`config.mk`:
```
export PLATFORM = sky130hd
export DESIGN_NAME = handle_pool_allocator
export DESIGN_NICKNAME = d
export VERILOG_FILES = /design/src/rtl/core/hpa_pkg.sv /design/src/rtl/core/hpa_ctrl.sv /design/src/rtl/core/hpa_datapath.sv /design/src/rtl/core/handle_pool_allocator.sv
export SDC_FILE = /design/constraint.sdc
export NUM_CORES = 2
export LEC_CHECK = 0
export BUFFER_PORTS_ARGS = -buffer_cell sky130_fd_sc_hd__buf_2
export CAP_MARGIN = 15
export CORE_AREA = 2 2 418 420
export DETAILED_ROUTE_END_ITERATION = 8
export DIE_AREA = 0 0 420 422
export MAX_ROUTING_LAYER = met4
export PLACE_DENSITY_LB_ADDON = 0.12
export REMOVE_ABC_BUFFERS = 1
export SLEW_MARGIN = 20
export SYNTH_ARGS = -nofsm -noshare
export SYNTH_HDL_FRONTEND = slang
export SYNTH_SLANG_ARGS = --single-unit
```
`constraint.sdc`:
```
create_clock -name clk -period 6.2 [get_ports clk]
set_input_delay 0.31 -clock clk [delete_from_list [all_inputs] [get_ports clk]]
set_output_delay 0.31 -clock clk [all_outputs]
set_load 0.05 [all_outputs]
```
`src/rtl/core/hpa_pkg.sv`:
```
package hpa_pkg;

    localparam int NUM_HANDLES = 256;
    localparam int ID_W        = $clog2(NUM_HANDLES);
    localparam int CNT_W       = $clog2(NUM_HANDLES + 1);
    localparam int HANDLE_W    = 8;

    localparam logic [1:0] OP_ALLOC   = 2'd0;
    localparam logic [1:0] OP_RELEASE = 2'd1;
    localparam logic [1:0] OP_QUERY   = 2'd2;

    localparam logic [1:0] STATUS_OK           = 2'd0;
    localparam logic [1:0] STATUS_POOL_FULL    = 2'd1;
    localparam logic [1:0] STATUS_BEYOND_MARK  = 2'd2;
    localparam logic [1:0] STATUS_ALREADY_FREE = 2'd3;

    typedef struct packed {
        logic capture;
        logic execute;
    } hpa_cmd_t;

    typedef struct packed {
        logic stack_empty;
    } hpa_stat_t;

endpackage

```
`src/rtl/core/hpa_ctrl.sv`:
```
module hpa_ctrl
    import hpa_pkg::*;
(
    input  logic      clk,
    input  logic      rst_n,
    input  logic      start,
    output logic      busy,
    input  hpa_stat_t stat,
    output hpa_cmd_t  cmd,
    output logic      pop_en
);

    localparam logic ST_IDLE = 1'b0;
    localparam logic ST_EXEC = 1'b1;

    logic state_reg;
    logic state_next;

    always_comb
    begin
        state_next  = state_reg;
        cmd.capture = 1'b0;
        cmd.execute = 1'b0;
        unique case (state_reg)
            ST_IDLE:
            begin
                if (start)
                begin
                    cmd.capture = 1'b1;
                    state_next  = ST_EXEC;
                end
            end
            ST_EXEC:
            begin
                cmd.execute = 1'b1;
                state_next  = ST_IDLE;
            end
            default:
            begin
                state_next = ST_IDLE;
            end
        endcase
    end

    // launch the stack read only when there is something to pop
    assign pop_en = cmd.capture && !stat.stack_empty;
    assign busy   = (state_reg == ST_EXEC);

    always_ff @(posedge clk or negedge rst_n)
    begin
        if (!rst_n)
        begin
            state_reg <= ST_IDLE;
        end
        else
        begin
            state_reg <= state_next;
        end
    end

endmodule

```
`src/rtl/core/hpa_datapath.sv`:
```
module hpa_datapath
    import hpa_pkg::*;
(
    input  logic                clk,
    input  logic                rst_n,
    input  hpa_cmd_t            cmd,
    input  logic                pop_en,
    output hpa_stat_t           stat,
    input  logic [1:0]          opcode,
    input  logic [HANDLE_W-1:0] handle,
    output logic                done,
    output logic [HANDLE_W-1:0] handle_out,
    output logic [1:0]          status,
    output logic                live
);

    logic [ID_W-1:0]        free_stack [NUM_HANDLES];

    logic [CNT_W-1:0]       free_count_reg;
    logic [CNT_W-1:0]       free_count_next;
    logic [CNT_W-1:0]       high_water_reg;
    logic [CNT_W-1:0]       high_water_next;
    logic [NUM_HANDLES-1:0] live_map_reg;
    logic [NUM_HANDLES-1:0] live_map_next;
    logic                   done_reg;

    logic [1:0]             op_reg;
    logic [HANDLE_W-1:0]    handle_reg;
    logic [ID_W-1:0]        pop_data_reg;
    logic                   live_rd_reg;
    logic [HANDLE_W-1:0]    handle_out_reg;
    logic [1:0]             status_reg;
    logic                   live_reg;

    logic [HANDLE_W-1:0]    hout;
    logic [1:0]             status_c;
    logic                   live_c;
    logic                   push_en;
    logic [CNT_W-1:0]       pop_addr;
    logic [ID_W-1:0]        id_idx;
    logic                   in_range;
    logic                   id_live;

    assign stat.stack_empty = (free_count_reg == '0);
    assign pop_addr         = free_count_reg - CNT_W'(1);
    assign id_idx           = ID_W'(handle_reg);
    assign in_range         = (CNT_W'(handle_reg) < high_water_reg)
                              && (CNT_W'(handle_reg) < CNT_W'(NUM_HANDLES));
    assign id_live          = live_rd_reg;

    always_comb
    begin
        free_count_next = free_count_reg;
        high_water_next = high_water_reg;
        live_map_next   = live_map_reg;
        hout            = handle_reg;
        status_c        = STATUS_OK;
        live_c          = 1'b0;
        push_en         = 1'b0;
        unique case (op_reg)
            OP_ALLOC:
            begin
                if (!stat.stack_empty)
                begin
                    free_count_next             = pop_addr;
                    hout                        = HANDLE_W'(pop_data_reg);
                    live_map_next[pop_data_reg] = 1'b1;
                    live_c                      = 1'b1;
                end
                else if (high_water_reg < CNT_W'(NUM_HANDLES))
                begin
                    hout                                = HANDLE_W'(high_water_reg);
                    live_map_next[high_water_reg[ID_W-1:0]] = 1'b1;
                    high_water_next                     = high_water_reg + CNT_W'(1);
                    live_c                              = 1'b1;
                end
                else
                begin
                    hout     = '0;
                    status_c = STATUS_POOL_FULL;
                end
            end
            OP_RELEASE:
            begin
                if (!in_range)
                begin
                    status_c = STATUS_BEYOND_MARK;
                end
                else if (!id_live)
                begin
                    status_c = STATUS_ALREADY_FREE;
                end
                else
                begin
                    live_map_next[id_idx] = 1'b0;
                    if (free_count_reg < CNT_W'(NUM_HANDLES))
                    begin
                        push_en         = 1'b1;
                        free_count_next = free_count_reg + CNT_W'(1);
                    end
                end
            end
            default:
            begin
                // query, and the unused code behaves the same
                live_c = in_range && id_live;
            end
        endcase
    end

    always_ff @(posedge clk)
    begin
        if (cmd.execute && push_en)
        begin
            free_stack[free_count_reg[ID_W-1:0]] <= id_idx;
        end
        if (pop_en)
        begin
            pop_data_reg <= free_stack[pop_addr[ID_W-1:0]];
        end
    end

    always_ff @(posedge clk)
    begin
        if (cmd.capture)
        begin
            op_reg      <= opcode;
            handle_reg  <= handle;
            // live map only changes on execute, so this read stays valid
            live_rd_reg <= live_map_reg[ID_W'(handle)];
        end
        if (cmd.execute)
        begin
            handle_out_reg <= hout;
            status_reg     <= status_c;
            live_reg       <= live_c;
        end
    end

    always_ff @(posedge clk or negedge rst_n)
    begin
        if (!rst_n)
        begin
            free_count_reg <= '0;
            high_water_reg <= '0;
            live_map_reg   <= '0;
            done_reg       <= 1'b0;
        end
        else
        begin
            done_reg <= cmd.execute;
            if (cmd.execute)
            begin
                free_count_reg <= free_count_next;
                high_water_reg <= high_water_next;
                live_map_reg   <= live_map_next;
            end
        end
    end

    assign done       = done_reg;
    assign handle_out = handle_out_reg;
    assign status     = status_reg;
    assign live       = live_reg;

endmodule

```
`src/rtl/core/handle_pool_allocator.sv`:
```
// The edge that accepts start registers the request and launches the free-stack and
// live-map reads; the execute state then commits state and registers the result and
// the done strobe. A new request is not accepted until the previous one has left the
// execute state, during which busy is high. The result port cannot be stalled; a new
// request may be accepted while the previous result is on the output. Reset clears the
// counters and live map at once.
module handle_pool_allocator
    import hpa_pkg::*;
(
    input  logic                clk,
    input  logic                rst_n,
    input  logic                start,
    output logic                busy,
    input  logic [1:0]          opcode,
    input  logic [HANDLE_W-1:0] handle,
    output logic                done,
    output logic [HANDLE_W-1:0] handle_out,
    output logic [1:0]          status,
    output logic                live
);

    hpa_cmd_t  cmd;
    hpa_stat_t stat;
    logic      pop_en;

    hpa_ctrl u_ctrl (
        .clk    (clk),
        .rst_n  (rst_n),
        .start  (start),
        .busy   (busy),
        .stat   (stat),
        .cmd    (cmd),
        .pop_en (pop_en)
    );

    hpa_datapath u_datapath (
        .clk        (clk),
        .rst_n      (rst_n),
        .cmd        (cmd),
        .pop_en     (pop_en),
        .stat       (stat),
        .opcode     (opcode),
        .handle     (handle),
        .done       (done),
        .handle_out (handle_out),
        .status     (status),
        .live       (live)
    );

endmodule

```
Yosys cells after proc, flatten, opt, wreduce, memory -nomap -nowiden
Memory sizes are Yosys's and may differ from the RTL's. A register that Yosys moved wholly into a read port is not among the register bits.
Index checks and enable logic that the tools add are counted.
{ "word_totals": {"ff_bits": 298, "latch_bits": 0, "ram_bits": 2048, "mem_bits_ro": 0, "input_bits": 13, "out_inout_bits": 13, "memories": 1} }
{ "classes": {"add_sub_neg": 3, "mul": 0, "n_div": 0, "n_lt_le_gt_ge": 10, "eq_ne": 6, "n_shift": 0, "muxes": 39, "bitwise_logic": 5, "reduce_logical": 13} }
{ "mem_list": {"columns": ["name", "words", "word_bits", "rd", "rd_clocked_by_memory_dff", "wr", "line_no", "rtl"], "rows": [
  ["u_datapath.free_stack", 256, 8, 1, 1, 1, "hpa_datapath.sv:17", "logic [ID_W-1:0] free_stack [NUM_HANDLES];"]
]} }
{ "op_table": {"columns": ["cell", "n"], "rows": [
  ["2-to-1 mux 256 bit", 4],
  ["OR 256 bit", 2],
  ["one-hot mux 256 bit (2 select lines)", 1],
  ["bitwise AND 256 bit", 1],
  ["NOT 256 bit", 1],
  ["< comparator 8 x 9 -> 1 bit, second input constant", 4],
  ["2-to-1 mux 9 bit", 4],
  ["demux 1 bit (select 8 bit)", 3],
  ["greater-or-equal comparator 8 x 1 -> 1 bit, second input constant", 3],
  ["2-to-1 mux 8 bit", 3],
  ["adder 9 x 1 -> 9 bit, second input constant", 2],
  ["< comparator 9 bit, second input constant", 2],
  ["one-hot mux 9 bit (2 select lines)", 1],
  ["2-to-1 mux 1 bit", 16],
  ["zero test 9 bit", 1],
  ["< comparator 8 x 9 -> 1 bit", 1],
  ["subtractor 9 x 1 -> 9 bit, second input constant", 1],
  ["binary-select mux 1 bit (select 8 bit)", 1],
  ["logical AND 1 bit", 6],
  ["2-to-1 mux 2 bit", 3],
  ["!= test 2 x 1 -> 1 bit, second input constant", 3],
  ["AND reduction 6 bit", 1],
  ["AND reduction 5 bit", 1],
  ["one-hot mux 1 bit (2 select lines)", 2],
  ["other kinds (9)", 9]
]} }

Longest topological paths before layout
{ "depth": {"depth_word": 9, "mapped_depth": 16, "ltp_nobuf": 9} }

Modules after synthesis
A second synthesis with hierarchy kept.
{ "unflattened": {"hier_cells": 5365, "hier_area_um2": 97135.7} }
{ "by_module_without_submodules": {"columns": ["module", "instances", "cells_per_inst", "area_each_um2"], "rows": [
  ["hpa_datapath", 1, 5360, 97076.9],
  ["hpa_ctrl", 1, 5, 58.8]
]} }

Least setup slack after synthesis
No wires, ideal clock.
{ "synth_timing": {"path_type": "register to register", "start": "register u_datapath.handle_reg[6]", "end": "memory u_datapath.free_stack[108][0] in the netlist's numbering (enable)", "setup_ns": 0.370, "t_arrival_ns": 6.235, "path_slack_ns": -0.406, "stages_incl_launch_ff": 13, "n_path_buf": 4, "cell_sequence": "edfxtp_1 > ha_1 > a21o_1 > a21oi_1 > or2_2 > buf_2 > nor4b_1 > o21ai_0 > clkbuf_1 > or3b_2 > buf_2 > buf_1 > nor2_1"} }
{ "synth_between": {"elab_chain_len": 6} }
{ "synth_lines": {"columns": ["element", "line_no", "rtl"], "rows": [
  ["start: declaration", "hpa_datapath.sv:28", "logic [HANDLE_W-1:0] handle_reg;"],
  ["start signal: assignment", "hpa_datapath.sv:128", "handle_reg <= handle;"],
  ["< comparator 8 x 9 -> 1 bit", "hpa_datapath.sv:47", "assign in_range = (CNT_W'(handle_reg) < high_water_reg)"],
  ["2-to-1 mux 1 bit", "hpa_datapath.sv:85", "if (!in_range)"],
  ["2-to-1 mux 1 bit", "hpa_datapath.sv:60", "unique case (op_reg)"],
  ["logical AND 1 bit", "hpa_datapath.sv:113", "if (cmd.execute && push_en)"],
  ["2-to-1 mux 1 bit", "hpa_datapath.sv:113", null],
  ["2-to-1 mux 1 bit (not written as such)", "hpa_datapath.sv:115", "free_stack[free_count_reg[ID_W-1:0]] <= id_idx;"],
  ["end: declaration", "hpa_datapath.sv:17", null]
]} }
Every way passes these cells.

Worst setup path in the final report
{ "layout_timing": {"start": "register u_datapath.free_count_reg[0]", "end": "register u_datapath.pop_data_reg[3] (read register of u_datapath.free_stack) (data pin)"} }
{ "layout_between": {"elab_chain_len": 3, "word_cells_on_any_way": 4, "classes_between": "add/sub: 1; reduce/logical: 3"} }
{ "layout_lines": {"columns": ["element", "line_no", "rtl"], "rows": [
  ["start: declaration", "hpa_datapath.sv:19", "logic [CNT_W-1:0] free_count_reg;"],
  ["start signal: assignment", "hpa_datapath.sv:154", "free_count_reg <= free_count_next;"],
  ["branches (longest 3 deep; another with subtractor 9 x 1 -> 9 bit)", null, null],
  ["end: declaration", "hpa_datapath.sv:29", "logic [ID_W-1:0] pop_data_reg;"]
]} }
Parallel ways; which one is timed is not known.
A chain may end at the register's enable or synchronous reset.

==> impl_metrics.ini <==
[run_status]
outcome = complete, no violations

[timing]
hold_viol = 0
slew-limit-headroom_pct = 10.4
post-route-period-util_pct = 78.3
grt_setup_unrepaired = false
min_period_ns = 4.85
finClkSkew_ns = 0.0401
max_freq_mhz = 206
timing.setup.tns_ns = 0
setup-violations-final = 0
tightestPinTransition_ns = 1.34
drv_slew = 0

[worst_setup_path]
slowest_delay_ns = 0.87
cpLargestDelayFamily = buffers and inverters
r2r-end = u_datapath.pop_data_reg[3]
cp.depth = 10
timing.critical_path.to = u_datapath.pop_data_reg[3]
end_kind = register
critical_path.startpoint_type = register
crit_chain = inv_1 -> ha_4 -> buf_4 -> buf_12 -> mux4_2 -> a22o_1 -> nor2_1 -> o221ai_1 -> a32oi_1 -> o221ai_1
path_class = reg -> reg
cp_num_buf_inv = 3
cp.required_ns = 6.79
worst_path_most_repeated_cell = o221ai_1
reg2reg_from = u_datapath.free_count_reg[0]
rr_worst_depth = 10
setup.worst_path.start = u_datapath.free_count_reg[0]
cp_slowest_cell = dfrtp_4
crit_arrival_ns = 5.44
rrSetupSlack_ns = 1.35
path_max_fanout = 54

[yosys]
ys_seq_elements = 2354
ys_types = 56
synth_edf_count = 2078
synth.avg_cell_area_um2 = 16.4
synth_area_mm2 = 0.0981
ys_dominant_reg_cell = edfxtp_1
synthArstFlopShare_pct = 11.7
synth-seq-area-share_pct = 70.6
ys_warn_count = 0
syn_inst = 5979

[global_route]
grt_max_degree = 260
grt_use_total_pct = 32.0
grt_pass1_wl_um = 400000
first_global_vias = 57000
antenna_found_initial = 2
gr-total-overflow = 0

[floorplanning]
die_w_um = 420
die-area_mm2 = 0.177
start_util_pct = 56.8
core.rowCount = 153
ioPinCount = 26
coreArea_mm2 = 0.173
die_h_um = 422

[cells_and_area]
final_cell_mix = edfxtp_1 (2,078), mux4_2 (576), o21ai_0 (517)
seqCellArea_mm2 = 0.0693
syn_to_final_growth_pct = 10.6
final_util_pct = 62.8
multi_input_area_mm2 = 0.0269
final_common_cell = edfxtp_1
drive_gt1_share_pct = 18.6
nNetsFinal = 5890
n_fill_cell = 12200
largest_reg_flops = 2048

[pwr]
peakVddDrop_mv = 0.587
p_leak_nw = 33.7
power_density_mw_per_mm2 = 450
p_total_w = 0.0489

[clock_network]
clock-root-buffer = clkbuf_16
cts_buffers = 231
ctsResizeCount = 0
cts_tree = built
cts_buffer_depth = 3
clock_latency_ns = 0.88
numClockSinks = 2354
path_clk_slew_ns = 0.07
cts.htree.levels = 4

[detailed_routing]
dr.pass1.iters = 7
via_per_inst = 6.97
drtAntennaViolNets = 0
drc_errors = 0
drt-total-wl_um = 275000
vias = 58500
drtIter0Drc = 8922
wire_per_inst_um = 32.8

[placed_design]
place_hpwl_um = 158000
io_buffers = 25
gp_congestion = 0.923

[flow_run]
maxCapViolations = 0

[hold_path]
holdCritPathClass = in -> async
logic make-up (layout without fill, tap and decap cells):
kind of cell | count (synthesis) | count (layout) | share of synthesized area [%]
compound gates | 1195 | 1195 | 7.43
xor+xnor | 20 | 20 | 0.179
fa+ha+maj | 15 | 15 | 0.191
buf+inv | 519 | 604 | 2.14
flops | 2354 | 2354 | 70.6
mux | 602 | 602 | 13.5
other cells | 0 | 5 | 0
simple gates | 1274 | 1274 | 5.94
cell usage after synthesis, drive strengths merged, types with 4 or more instances:
| cell type | number | area share [%] |
|---|---|---|
| a22o | 58 | 0.52 |
| mux2i | 26 | 0.27 |
| nor3 | 301 | 1.5 |
| or2 | 4 | 0.025 |
| nor3b | 5 | 0.050 |
| or3 | 5 | 0.032 |
| a22oi | 207 | 1.6 |
| dfrtp | 276 | 7.0 |
| a21oi | 83 | 0.42 |
| nand2 | 200 | 0.77 |
| xor2 | 8 | 0.071 |
| mux4 | 576 | 13 |
| a31oi | 257 | 1.6 |
| a211o | 16 | 0.14 |
| nand3 | 298 | 1.5 |
| inv | 10 | 0.038 |
| nor2b | 23 | 0.15 |
| buf | 150 | 0.73 |
| a221oi | 10 | 0.089 |
| a32oi | 16 | 0.14 |
| nor4 | 7 | 0.057 |
| nor2 | 378 | 1.4 |
| o21ai | 519 | 2.6 |
| and3 | 16 | 0.10 |
| ha | 15 | 0.19 |
| o22ai | 4 | 0.025 |
| nand4 | 5 | 0.032 |
| nand2b | 4 | 0.025 |
| clkbuf | 358 | 1.4 |
| o221ai | 16 | 0.14 |
| and2 | 19 | 0.12 |
| xnor2 | 12 | 0.11 |
| edfxtp | 2078 | 64 |
power breakdown:
group / internal, W / switching [W] / total, W
registers: 0.0176 / 0.000423 / 0.0180
logic: 0.00631 / 0.0102 / 0.0165
clock network: 0.00825 / 0.00618 / 0.0144
total: 0.0321 / 0.0168 / 0.0489
layout make-up:
class                      instances  area share (%)
clock buffer                     290            5.75
inverter                          11          0.0380
sequential                      2354            63.8
multi-input combinational       3106            24.8
timing repair buffer             158            1.40
antenna                            5          0.0115
tap                             2325            2.68
clock inverter                   145            1.50
metrics by stage:
stage | setup slack [ns] | hold slack [ns] | instances | instance area, um2
final | 1.35 | 0.0387 | 8394 | 109000
after global routing | 1.13 | 0.0850 | 8390 | 109000
after CTS | 1.32 | 0.0699 | 8387 | 108000
after detailed placement | 1.34 | 0.396 | 7942 | 101000
after global placement | 1.30 | 0.394 | 7942 | 101000
after floorplan | -28.05 | 0.0144 | 5471 | 96100
what timing repair did:
| item | 4_1_cts | 5_1_grt |
|---|---|---|
| buffers inserted | 0 | 0 |
| hold buffers | 10 | 0 |
| hold endpoints to repair | 105 | 0 |
| setup endpoints to repair | 0 | 0 |
metal layers:
| layer | global-route usage, % | part of all wire, % | routed length, um | vias up |
|---|---|---|---|---|
| met5 | - | 0 | 0 | - |
| met4 | 13.0 | 4.7 | 13000 | 0 |
| met3 | 6.13 | 9.8 | 27000 | 732 |
| met2 | 47.0 | 47 | 128000 | 3658 |
| met1 | 44.7 | 39 | 107000 | 30200 |
| li1 | - | - | - | 23900 |
worst min path at each step:
stage,to,cells past startpoint,slack [ns],startpoint
3_3_place_gp,u_datapath.live_map_reg[110],1,0.39,rst_n
2_1_floorplan,u_ctrl.busy,0,0.01,rst_n
5_1_grt,u_datapath.handle_reg[0],1,0.09,handle[0]
4_1_cts,u_datapath.live_map_reg[110],2,0.07,rst_n
3_5_place_dp,u_datapath.live_map_reg[110],1,0.40,rst_n
6_report,u_datapath.live_map_reg[110],2,0.04,rst_n
No activity file was read; power rests on OpenSTA's default activity.
